## src/hdl/pfa_pkg.sv

```systemverilog
// Shared types, constants and helpers for the bitmap page frame allocator.
// No dependencies; every other file in hdl imports this package.
`default_nettype none
package pfa_pkg;

	localparam int NUM_FRAMES = 1024;
	localparam int PAGE_SHIFT = 12;

	// Field widths of the stream items
	localparam int OP_W    = 2;
	localparam int PADDR_W = 64;
	localparam int FRAME_W = 10;
	localparam int STAT_W  = 3;
	localparam int AADDR_W = 22;
	localparam int PST_W   = 2;
	localparam int CNT_W   = $clog2(NUM_FRAMES + 1);

	// Bitmap storage: one row holds the used and pinned bits of WORD_W frames
	localparam int WORD_W = 32;
	localparam int BIT_W  = $clog2(WORD_W);
	localparam int ROWS   = NUM_FRAMES / WORD_W;
	localparam int ROW_W  = $clog2(ROWS);
	localparam int IDX_W  = ROW_W + BIT_W;

	localparam int IN_DATA_W  = ((PADDR_W + FRAME_W + 2 + 7) / 8) * 8;
	localparam int OUT_FLD_W  = STAT_W + AADDR_W + PST_W + 2 * CNT_W;
	localparam int OUT_DATA_W = ((OUT_FLD_W + 7) / 8) * 8;

	typedef logic [CNT_W-1:0] cnt_t;
	typedef logic [ROW_W-1:0] row_t;
	typedef logic [BIT_W-1:0] bit_idx_t;
	typedef logic [WORD_W-1:0] word_t;

	typedef enum logic [OP_W-1:0] {
		OP_SETUP = 2'd0,
		OP_ALLOC = 2'd1,
		OP_FREE  = 2'd2,
		OP_QUERY = 2'd3
	} op_t;

	typedef enum logic [STAT_W-1:0] {
		ST_OK         = 3'd0,
		ST_EXHAUSTED  = 3'd1,
		ST_INVALID    = 3'd2,
		ST_ALREADY    = 3'd3,
		ST_RESERVED   = 3'd4
	} status_t;

	typedef enum logic [PST_W-1:0] {
		PS_INVALID = 2'd0,
		PS_USED    = 2'd1,
		PS_FREE    = 2'd2
	} page_state_t;

	typedef enum logic [2:0] {
		S_CLEAR,
		S_IDLE,
		S_READ,
		S_EXEC,
		S_DONE
	} seq_state_t;

	typedef struct packed {
		op_t                op;
		logic [PADDR_W-1:0] page_address;
		logic [FRAME_W-1:0] frame_index;
		logic               frame_usable;
		logic               frame_reserved;
	} req_t;

	typedef struct packed {
		status_t            status;
		logic [AADDR_W-1:0] allocated_address;
		page_state_t        page_state;
		cnt_t               free_frames;
		cnt_t               used_frames;
	} res_t;

	function automatic cnt_t cnt_up(input cnt_t v);
		return (v < CNT_W'(NUM_FRAMES)) ? v + CNT_W'(1) : v;
	endfunction

	function automatic cnt_t cnt_down(input cnt_t v);
		return (v != '0) ? v - CNT_W'(1) : v;
	endfunction

endpackage
`default_nettype wire

```

## src/hdl/pfa_zero_find.sv

```systemverilog
// Finds the lowest clear bit of one bitmap row.
// Depends on pfa_pkg.
`default_nettype none
module pfa_zero_find
	import pfa_pkg::*;
(
	input  var word_t    word,
	output logic         found,
	output bit_idx_t     pos
);

	always_comb begin
		found = 1'b0;
		pos   = '0;
		// scan from the top so the lowest clear bit wins
		for (int i = WORD_W - 1; i >= 0; i--) begin
			if (!word[i]) begin
				found = 1'b1;
				pos   = BIT_W'(i);
			end
		end
	end

endmodule
`default_nettype wire

```

## src/hdl/pfa_seq.sv

```systemverilog
// Sequencer of the allocator: bitmap row memory, counts and per-operation steps.
// Depends on pfa_pkg and pfa_zero_find.
`default_nettype none
module pfa_seq
	import pfa_pkg::*;
(
	input  var logic clk,
	input  var logic arst_n,
	input  var logic req_valid,
	output logic     req_ready,
	input  var req_t req,
	output logic     res_valid,
	input  var logic res_take,
	output res_t     res
);

	localparam row_t LAST_ROW = row_t'(ROWS - 1);

	seq_state_t state_q, state_d;
	row_t       row_q, row_d;

	// row word: pinned bits above used bits
	logic [2*WORD_W-1:0] map_mem [ROWS];
	logic [2*WORD_W-1:0] rd_word_q;
	logic                mem_we;
	logic [2*WORD_W-1:0] mem_wd;

	op_t                op_q;
	logic [FRAME_W-1:0] frame_q;
	logic               addr_ok_q;
	logic               usable_q;
	logic               reserved_q;

	cnt_t tracked_q, tracked_d;
	cnt_t free_q, free_d;
	cnt_t used_q, used_d;
	res_t res_q, res_d;

	logic     fz_found;
	bit_idx_t fz_pos;

	word_t    used_w, pin_w;
	bit_idx_t bit_sel;

	assign used_w  = rd_word_q[WORD_W-1:0];
	assign pin_w   = rd_word_q[2*WORD_W-1:WORD_W];
	assign bit_sel = frame_q[BIT_W-1:0];

	pfa_zero_find u_zero_find (
		.word  (used_w),
		.found (fz_found),
		.pos   (fz_pos)
	);

	always_ff @(posedge clk) begin
		if (mem_we) begin
			map_mem[row_q] <= mem_wd;
		end
		rd_word_q <= map_mem[row_q];
	end

	always_comb begin
		state_d = state_q;
		unique case (state_q)
			S_CLEAR: begin
				if (row_q == LAST_ROW) state_d = S_IDLE;
			end
			S_IDLE: begin
				if (req_valid) state_d = S_READ;
			end
			S_READ: state_d = S_EXEC;
			S_EXEC: begin
				if (op_q == OP_ALLOC && !fz_found && row_q != LAST_ROW) begin
					state_d = S_READ;
				end else begin
					state_d = S_DONE;
				end
			end
			S_DONE: begin
				if (res_take) state_d = S_IDLE;
			end
			default: state_d = S_IDLE;
		endcase
	end

	always_comb begin
		word_t used_n;
		word_t pin_n;
		used_n    = used_w;
		pin_n     = pin_w;
		mem_we    = 1'b0;
		mem_wd    = rd_word_q;
		row_d     = row_q;
		tracked_d = tracked_q;
		free_d    = free_q;
		used_d    = used_q;
		res_d     = res_q;
		unique case (state_q)
			S_CLEAR: begin
				mem_we = 1'b1;
				mem_wd = {{WORD_W{1'b0}}, {WORD_W{1'b1}}};
				row_d  = row_q + ROW_W'(1);
			end
			S_IDLE: begin
				if (req.op == OP_ALLOC) begin
					row_d = '0;
				end else if (req.op == OP_SETUP) begin
					row_d = req.frame_index[IDX_W-1:BIT_W];
				end else begin
					row_d = req.page_address[PAGE_SHIFT+IDX_W-1:PAGE_SHIFT+BIT_W];
				end
			end
			S_READ: ;
			S_EXEC: begin
				res_d.status            = ST_OK;
				res_d.allocated_address = '0;
				res_d.page_state        = PS_INVALID;
				unique case (op_q)
					OP_SETUP: begin
						if (!addr_ok_q) begin
							res_d.status = ST_INVALID;
						end else if (usable_q && used_w[bit_sel] && !pin_w[bit_sel]) begin
							tracked_d = cnt_up(tracked_q);
							if (reserved_q) begin
								pin_n[bit_sel] = 1'b1;
								used_d = cnt_up(used_q);
							end else begin
								used_n[bit_sel] = 1'b0;
								free_d = cnt_up(free_q);
							end
							mem_we = 1'b1;
						end
					end
					OP_ALLOC: begin
						if (fz_found) begin
							used_n[fz_pos] = 1'b1;
							free_d = cnt_down(free_q);
							used_d = cnt_up(used_q);
							mem_we = 1'b1;
							res_d.allocated_address =
								AADDR_W'({row_q, fz_pos, {PAGE_SHIFT{1'b0}}});
						end else if (row_q == LAST_ROW) begin
							res_d.status = ST_EXHAUSTED;
						end else begin
							row_d = row_q + ROW_W'(1);
						end
					end
					OP_FREE: begin
						if (!addr_ok_q) begin
							res_d.status = ST_INVALID;
						end else if (!used_w[bit_sel]) begin
							res_d.status = ST_ALREADY;
						end else if (pin_w[bit_sel] || free_q >= tracked_q) begin
							res_d.status = ST_RESERVED;
						end else begin
							used_n[bit_sel] = 1'b0;
							free_d = cnt_up(free_q);
							used_d = cnt_down(used_q);
							mem_we = 1'b1;
						end
					end
					OP_QUERY: begin
						if (!addr_ok_q) begin
							res_d.page_state = PS_INVALID;
						end else if (used_w[bit_sel]) begin
							res_d.page_state = PS_USED;
						end else begin
							res_d.page_state = PS_FREE;
						end
					end
					default: ;
				endcase
				if (mem_we) mem_wd = {pin_n, used_n};
				res_d.free_frames = free_d;
				res_d.used_frames = used_d;
			end
			S_DONE: ;
			default: ;
		endcase
	end

	always_ff @(posedge clk or negedge arst_n) begin
		if (!arst_n) begin
			state_q   <= S_CLEAR;
			row_q     <= '0;
			tracked_q <= '0;
			free_q    <= '0;
			used_q    <= '0;
		end else begin
			state_q   <= state_d;
			row_q     <= row_d;
			tracked_q <= tracked_d;
			free_q    <= free_d;
			used_q    <= used_d;
		end
	end

	// hold the request fields for the whole operation
	always_ff @(posedge clk) begin
		res_q <= res_d;
		if (state_q == S_IDLE && req_valid) begin
			op_q       <= req.op;
			usable_q   <= req.frame_usable;
			reserved_q <= req.frame_reserved;
			if (req.op == OP_SETUP) begin
				frame_q   <= req.frame_index;
				addr_ok_q <= ({1'b0, req.frame_index} < (FRAME_W + 1)'(NUM_FRAMES));
			end else begin
				frame_q   <= req.page_address[PAGE_SHIFT+FRAME_W-1:PAGE_SHIFT];
				addr_ok_q <= (req.page_address[PAGE_SHIFT-1:0] == '0) &&
					(req.page_address[PADDR_W-1:PAGE_SHIFT+IDX_W] == '0);
			end
		end
	end

	assign req_ready = (state_q == S_IDLE);
	assign res_valid = (state_q == S_DONE);
	assign res       = res_q;

endmodule
`default_nettype wire

```

## src/hdl/bitmap_page_frame_allocator.sv

```systemverilog
// Top level of the bitmap page frame allocator: stream ports and output register.
// Depends on pfa_pkg, pfa_seq and pfa_zero_find.
//
// Requests arrive on the s_ stream (operation in s_tuser, the other fields in
// s_tdata); each gives exactly one result on the m_ stream. A transfer happens
// when tvalid and tready are both high at a rising clock edge.
// One request is worked at a time. Setup, free and query read the row of their
// frame and then act on it. Alloc scans the bitmap memory one 32-frame row at
// a time through the single read port, reading and then examining each row,
// and stops at the first row with a clear used bit or after the last row.
// s_tready returns when the result moves to the output register, so no new
// request is taken until the last result has left the sequencer.
// After arst_n is released a clearing pass over every row marks every frame
// used and unpinned; s_tready stays low until it is done. Counts reset to zero.
// The result sits in an output register: while the receiver stalls, the next
// request is still taken and worked, and its result waits in the sequencer
// until the output register is free; no further request is taken meanwhile.
`default_nettype none
module bitmap_page_frame_allocator
	import pfa_pkg::*;
(
	input  var logic                  clk,
	input  var logic                  arst_n,
	input  var logic                  s_tvalid,
	output logic                      s_tready,
	// page_address[63:0], frame_index[73:64], frame_usable[74], frame_reserved[75]
	input  var logic [IN_DATA_W-1:0]  s_tdata,
	// operation[1:0]
	input  var logic [OP_W-1:0]       s_tuser,
	output logic                      m_tvalid,
	input  var logic                  m_tready,
	// status[2:0], allocated_address[24:3], page_state[26:25],
	// free_frames[37:27], used_frames[48:38]
	output logic [OUT_DATA_W-1:0]     m_tdata
);

	req_t req;
	res_t res;
	res_t out_q;
	logic out_valid_q;
	logic res_valid;
	logic res_take;

	assign req.op             = op_t'(s_tuser);
	assign req.page_address   = s_tdata[PADDR_W-1:0];
	assign req.frame_index    = s_tdata[PADDR_W+FRAME_W-1:PADDR_W];
	assign req.frame_usable   = s_tdata[PADDR_W+FRAME_W];
	assign req.frame_reserved = s_tdata[PADDR_W+FRAME_W+1];

	pfa_seq u_seq (
		.clk       (clk),
		.arst_n    (arst_n),
		.req_valid (s_tvalid),
		.req_ready (s_tready),
		.req       (req),
		.res_valid (res_valid),
		.res_take  (res_take),
		.res       (res)
	);

	// load when the output slot is empty or being drained
	assign res_take = res_valid && (!out_valid_q || m_tready);

	always_ff @(posedge clk or negedge arst_n) begin
		if (!arst_n) begin
			out_valid_q <= 1'b0;
		end else if (res_take) begin
			out_valid_q <= 1'b1;
		end else if (m_tready) begin
			out_valid_q <= 1'b0;
		end
	end

	always_ff @(posedge clk) begin
		if (res_take) out_q <= res;
	end

	assign m_tvalid = out_valid_q;
	assign m_tdata  = {{(OUT_DATA_W - OUT_FLD_W){1'b0}},
		out_q.used_frames, out_q.free_frames, out_q.page_state,
		out_q.allocated_address, out_q.status};

endmodule
`default_nettype wire

```

## config.mk

```make
export PLATFORM = sky130hd
export DESIGN_NAME = bitmap_page_frame_allocator
export DESIGN_NICKNAME = d
export VERILOG_FILES = /design/src/hdl/pfa_pkg.sv /design/src/hdl/pfa_zero_find.sv /design/src/hdl/pfa_seq.sv /design/src/hdl/bitmap_page_frame_allocator.sv
export SDC_FILE = /design/constraint.sdc
export NUM_CORES = 2
export LEC_CHECK = 0
export ABC_AREA = 1
export ABC_CLOCK_PERIOD_IN_PS = 16200
export BUFFER_PORTS_ARGS = -buffer_cell sky130_fd_sc_hd__buf_2
export CAP_MARGIN = 25
export CORE_MARGIN = 4
export CORE_UTILIZATION = 50
export CTS_BUF_LIST = sky130_fd_sc_hd__clkbuf_8
export CTS_CLUSTER_DIAMETER = 120
export DETAILED_ROUTE_END_ITERATION = 12
export PLACE_DENSITY = 0.66
export SYNTH_ARGS = -nofsm -noshare
export SYNTH_HDL_FRONTEND = slang
export SYNTH_SLANG_ARGS = --single-unit
```

## constraint.sdc

```tcl
create_clock -name clk -period 16.2 [get_ports clk]
set_input_delay 0.81 -clock clk [delete_from_list [all_inputs] [get_ports clk]]
set_output_delay 0.81 -clock clk [all_outputs]
set_load 0.01 [all_outputs]
```

# == After elaboration in Yosys (flattened, before gate mapping) ==
# Memory sizes are Yosys's and may differ from the RTL's. A register that Yosys moved wholly into a read port is not among the register bits.
# Cells that the tools add are included.
# classes
add_sub_neg,6
n_lt_le_gt_ge,8
eq_ne,16
muxes,139
n_bitwise,4
n_reduce_logical,28
# ops
cell,n
$mux W32,11
$mux W11,18
$mux W5,38
$pmux W64 S2,1
$pmux W32 S3,1
$pmux W11 S3,2
$mux W64,1
$or A32 B32 Y32,2
$mux W1,49
$logic_not A42 Y1,1
$add A11 B1 Y11 const B,3
$lt A11 B11 Y1 const B,3
$and A32 B32 Y32,1
$not A32 Y32,1
$reduce_bool A11 Y1,2
$sub A11 B1 Y11 const B,2
$mux W3,7
$pmux W3 S5,1
$pmux W5 S3,1
$logic_not A12 Y1,1
$lt A5 B6 Y1 const B,2
$ge A11 B11 Y1,1
$bmux W1 S5,2
$demux W1 S5,2
other kinds (26),48
# totals
regBits,150
ram_bits,2048
elab_cells,224
mem_count,1
# memory_table
name,depth,word_bits,read_ports,rd_clocked_by_memory_dff,write_ports,line,source
u_seq.map_mem,32,64,1,1,1,pfa_seq.sv:23,logic [2*WORD_W-1:0] map_mem [ROWS];

# == Longest topological paths before layout ==
# logic_depth
depth_word,41
mapped_depth,39
depth_no_buf,39

# == Cells and area by module ==
# A second synthesis with hierarchy kept.
# unflattened
hier_cells,7018
area_unflattened_um2,89764.8
# modules_own_cells
mod,instances,cells_each,area_each_um2,seq_area_each_um2
pfa_seq,1,6877,87855.5,65217.5
bitmap_page_frame_allocator,1,63,1576.5,1496.4
pfa_zero_find,1,78,332.8,0.0

# == Worst setup path before layout ==
# No wires, ideal clock.
# synth_timing
path_kind,register -> register
from,register u_seq.frame_q[1]
to,memory u_seq.map_mem[0][0] (netlist bit) (enable)
setup_ps,487
t_arrival_ps,5132
t_required_ps,15713
setup_slack_ps,10581
stages_incl_launch_ff,17
path_buffers,2
period_less_slack_ps,5619
path_cell_list,edfxtp_1 -> nand2_2 -> buf_4 -> buf_2 -> o221ai_1 -> a221oi_2 -> and3_1 -> nand2_2 -> nand2_1 -> o2111ai_1 -> nand2_1 -> inv_2 -> nor2_1 -> inv_2 -> nand2_1 -> nand2_1 -> nor2_1
# synth_between
elab_chain_cells,11
word_cells_on_any_way,18
classes_between,14 x mux; 4 x reduce/logical
# synth_lines
item,line,source
from (decl),pfa_seq.sv:29,logic [FRAME_W-1:0] frame_q;
from (signal assigned),pfa_seq.sv:206,frame_q <= req.frame_index;
from (signal assigned),pfa_seq.sv:209,frame_q <= req.page_address[PAGE_SHIFT+FRAME_W-1:PAGE_SHIFT];
$bmux W1 S5 (on tied branches),"pfa_seq.sv:122, pfa_seq.sv:153, pfa_seq.sv:151",
$mux W1 (on tied branches),"pfa_seq.sv:122, pfa_seq.sv:153, pfa_seq.sv:151",
"$logic_or A1 B1 Y1, or another cell as far along",pfa_seq.sv:153,end else if (pin_w[bit_sel] || free_q >= tracked_q) begin
$mux W1 / $logic_and A1 B1 Y1 (equally long branches),"pfa_seq.sv:153, pfa_seq.sv:122",
$mux W1 (on tied branches),"pfa_seq.sv:151, pfa_seq.sv:122",
$mux W1 (on tied branches),"pfa_seq.sv:149, pfa_seq.sv:120",
$pmux W1 S3 *,pfa_seq.sv:118,unique case (op_q)
$mux W1 *,pfa_seq.sv:98,unique case (state_q)
$pmux W1 S2 *,pfa_seq.sv:98,
$mux W1 *,pfa_seq.sv:56,if (mem_we) begin
$mux W1 (not written as such) *,pfa_seq.sv:57,map_mem[row_q] <= mem_wd;
to (decl),pfa_seq.sv:23,
# Mark *: on every way between the ends. The rest lies on a longest branch, timed or not. The select of a mux whose other input is x is not followed.

# == Worst setup path in the final report ==
# layout_timing
from,register u_seq.frame_q[1]
to,memory u_seq.map_mem[31][16] (netlist bit) (enable)
# The elaborated chain is that of the path after synthesis.

==> impl_metrics.env <==
export IMPL_status="complete, no violations"
export IMPL_critPathArrivalTime_ps=7830
export IMPL_rsz0062_at_grt="no"
export IMPL_syn_inst=6912
export IMPL_setup_viol=0
export IMPL_grt_pass1_wl_mm=373.6
export IMPL_grt_max_degree=171
export IMPL_portBuffers=120
export IMPL_worstSetupPathType="register to register"
export IMPL_ys_seq_area_frac=0.7419
export IMPL_tightestPinTransition_ps=1089
export IMPL_cp_start_kind="register"
export IMPL_cts_root_buffer="clkbuf_8"
export IMPL_num_rows=154
export IMPL_cts_tree="done"
export IMPL_synth_top_area_frac=0.7158
export IMPL_cts_sinks=2238
export IMPL_crit_slowest_cell="nor2_4"
export IMPL_required_ps=16800
export IMPL_cp_max_fo=35
export IMPL_crit_path_end_kind="register"
export IMPL_grt_antenna_before_repair=9
export IMPL_core_area_um2=177100
export IMPL_gr_total_overflow=0
export IMPL_detail_route_wl_per_cell_um=26.43
export IMPL_hold_path_class="primary input to register"
export IMPL_yosys_warnings=0
export IMPL_fin_worst_skew_ps=106.2
export IMPL_routed_wl_mm=256.6
export IMPL_clock_tree_buffer_depth=4
export IMPL_p_leak_nw=33.13
export IMPL_numCtsBuffers=361
export IMPL_grt_pass1_vias=56340
export IMPL_max_freq_mhz=138.3
export IMPL_timing_slew_headroom=0.2738
export IMPL_ioPinCount=144
export IMPL_slew_violations=0
export IMPL_die_height_um=430.9
export IMPL_cts_resized=0
export IMPL_hpwl_mm=141.2
export IMPL_die_x_um=430.9
export IMPL_syn_area_per_cell_um2=12.94
export IMPL_fin_crit_sh=0.4465
export IMPL_initial_core_util=0.5051
export IMPL_yosys_area_top_type="edfxtp_1"
export IMPL_clk_transition_reported_paths_ps=60
export IMPL_worstHoldPathCells=3
export IMPL_final_cell_mix="edfxtp_1 (2,132), nor2_1 (1,143), o21ai_0 (1,099)"
export IMPL_htreeDepth=5
export IMPL_yosys_top_cells_area="edfxtp_1 (72%), o21ai_0 (6.1%), nor2_1 (5.0%)"
export IMPL_finalPower_mw=19.54
export IMPL_synthFlopType="edfxtp_1"
export IMPL_dr_pass1_iters=8
export IMPL_final_common_cell="edfxtp_1"
export IMPL_cpPeakStageDelay_ps=960
export IMPL_nets=7217
export IMPL_routabilityCongestion=0.9785
export IMPL_netlist_area_um2=89440
export IMPL_reg2reg_depth=19
export IMPL_vias=59880
export IMPL_drive_above_1_share=0.1162
export IMPL_reg2reg_from="u_seq.frame_q[1]"
export IMPL_crit_family="simple AND/OR/NAND/NOR gates"
export IMPL_ir_drop_v=0.0001263
export IMPL_synth_async_sr_flop_share=0.01877
export IMPL_min_from="s_tvalid"
export IMPL_r2r_end="u_seq.map_mem[31][16]"
export IMPL_postRouteAntennaNets=0
export IMPL_clk_latency_ps=1070
export IMPL_path_cells="nand2_2 > o22ai_1 > o21ai_0 > nand2_1 > a221oi_2 > nand3_2 > nor2_1 > o2111ai_1 > nand2_1 > buf_4 > inv_2 > nor2_1 > buf_4 > inv_2 > nand2_1 > nand2_1 > nor2_4 > buf_4 > buf_4"
export IMPL_ys_ff_latch=2238
export IMPL_cap_violations=0
export IMPL_grt_usage=0.2690
export IMPL_ys_types=53
export IMPL_dieArea_um2=185700
export IMPL_reg2reg_slack_ps=8970
export IMPL_drtIter0Drc=7985
export IMPL_syn_to_final_growth_pct=11.82
export IMPL_powerDensity_nw_per_um2=195.3
export IMPL_crit_buf_inv=6
export IMPL_min_period_ps=7233
export IMPL_tns_ps=0
export IMPL_synth_edf_count=2132
export IMPL_drc=0
export IMPL_hold_viol=0
export IMPL_viasPerCell=6.168
export IMPL_holdPathEnd="u_seq.state_q[0]"
## sequential cells by signal (all words and copies together) (netlist names), 2 cells and up
name and flops:
u_seq.map_mem 2048, u_seq.rd_word_q 64, m_tdata 37, u_seq.res 37
u_seq.free_q 11, u_seq.tracked_q 11, u_seq.used_q 11, u_seq.frame_q 5
u_seq.row_q 5, u_seq.state_q 3, u_seq.op_q 2
## per-stage QoR
step                area [um^2]  utilization  std cells  setup slack, ps  hold slack (ps)
finish                   100000       0.5648       9709             8967            149.8
global route             100000       0.5648       9707             8722            104.4
CTS                       99530       0.5621       9686             9058            40.37
detailed placement        93180       0.5262       9062             9112            405.6
global placement          93030       0.5253       9053             9149            401.1
floorplan                 89510            -       6930            10580            400.3
## worst min-delay path, stage by stage
cell,delay (ps)
buf_2,90
nor2_1,60
a31o_2,200
## kinds of logic after synthesis
group	after synthesis	synth area share
AO/OA/AOI/OAI	2137	0.1430
XOR/XNOR	28	0.002742
adder cells (fa/ha/maj)	21	0.002938
buffers and inverters	701	0.03064
flip-flops	2238	0.7419
other	1	0.00004193
AND/OR/NAND/NOR	1786	0.07876
## Yosys cell counts, types with 6 or more instances
cell      count
o211ai_1     73
nand3_1      72
o221ai_1      9
edfxtp_1   2132
nand2_1     428
dfrtp_1      42
buf_4        20
o21ai_1      14
a22oi_1      13
buf_1        17
o31ai_1       6
a22o_1      120
nor4_1       23
buf_2        21
inv_1       183
nor2_2        6
a211oi_1      7
a31oi_1      15
o21ai_0    1099
dfxtp_1      64
a21oi_1      76
xor2_1       27
nor2_1     1186
o32ai_1      22
nor3_1       32
o22ai_1     532
clkbuf_1    445
inv_2        13
nand4_1      27
ha_1         21
a221oi_1    124
## routing by layer
metal | part of all wire | vias to the layer above | track usage | wire (um)
met1 | 0.40 | 29730 | 0.3765 | 102600
met5 | 0.000051 | - | 0 | 13
li1 | - | 26380 | - | -
met3 | 0.096 | 490 | 0.04961 | 24510
met4 | 0.041 | 2 | 0.1119 | 10630
met2 | 0.46 | 3280 | 0.4189 | 118800
## worst max path at each step
stage / startpoint / to / slack, ps / cells after the start
3_5_place_dp: u_seq.frame_q[1] / u_seq.map_mem[31][21] / 9110 / 19
5_1_grt: u_seq.frame_q[1] / u_seq.map_mem[31][16] / 8720 / 19
4_1_cts: u_seq.frame_q[0] / u_seq.map_mem[31][16] / 9060 / 21
6_report: u_seq.frame_q[1] / u_seq.map_mem[31][16] / 8970 / 19
3_3_place_gp: u_seq.frame_q[0] / u_seq.map_mem[31][12] / 9150 / 21
2_1_floorplan: u_seq.frame_q[1] / u_seq.map_mem[0][0] / 10580 / 16
## cell type report
class / count / area, um^2
Clock inverter: 244 / 1144
Fill cell: 14020 / 77060
Clock buffer: 374 / 5147
Tap cell: 2340 / 2928
Timing Repair Buffer: 321 / 2555
Inverter: 197 / 754.5
Antenna cell: 4 / 10.01
Sequential cell: 2238 / 66360
Multi-Input combinational cell: 3991 / 21120
## timing repair
item                      4_1_cts  5_1_grt
setup buffers                   0        0
hold buffers                    6        0
hold endpoints to repair       47        0
## where the power goes
part           internal [mW]  switching, mW
combinational           1.78           5.09
sequential              8.02          0.286
clock                   2.22           2.13
total                   12.0           7.51
Note: power is estimated with default switching activity, not from simulation.
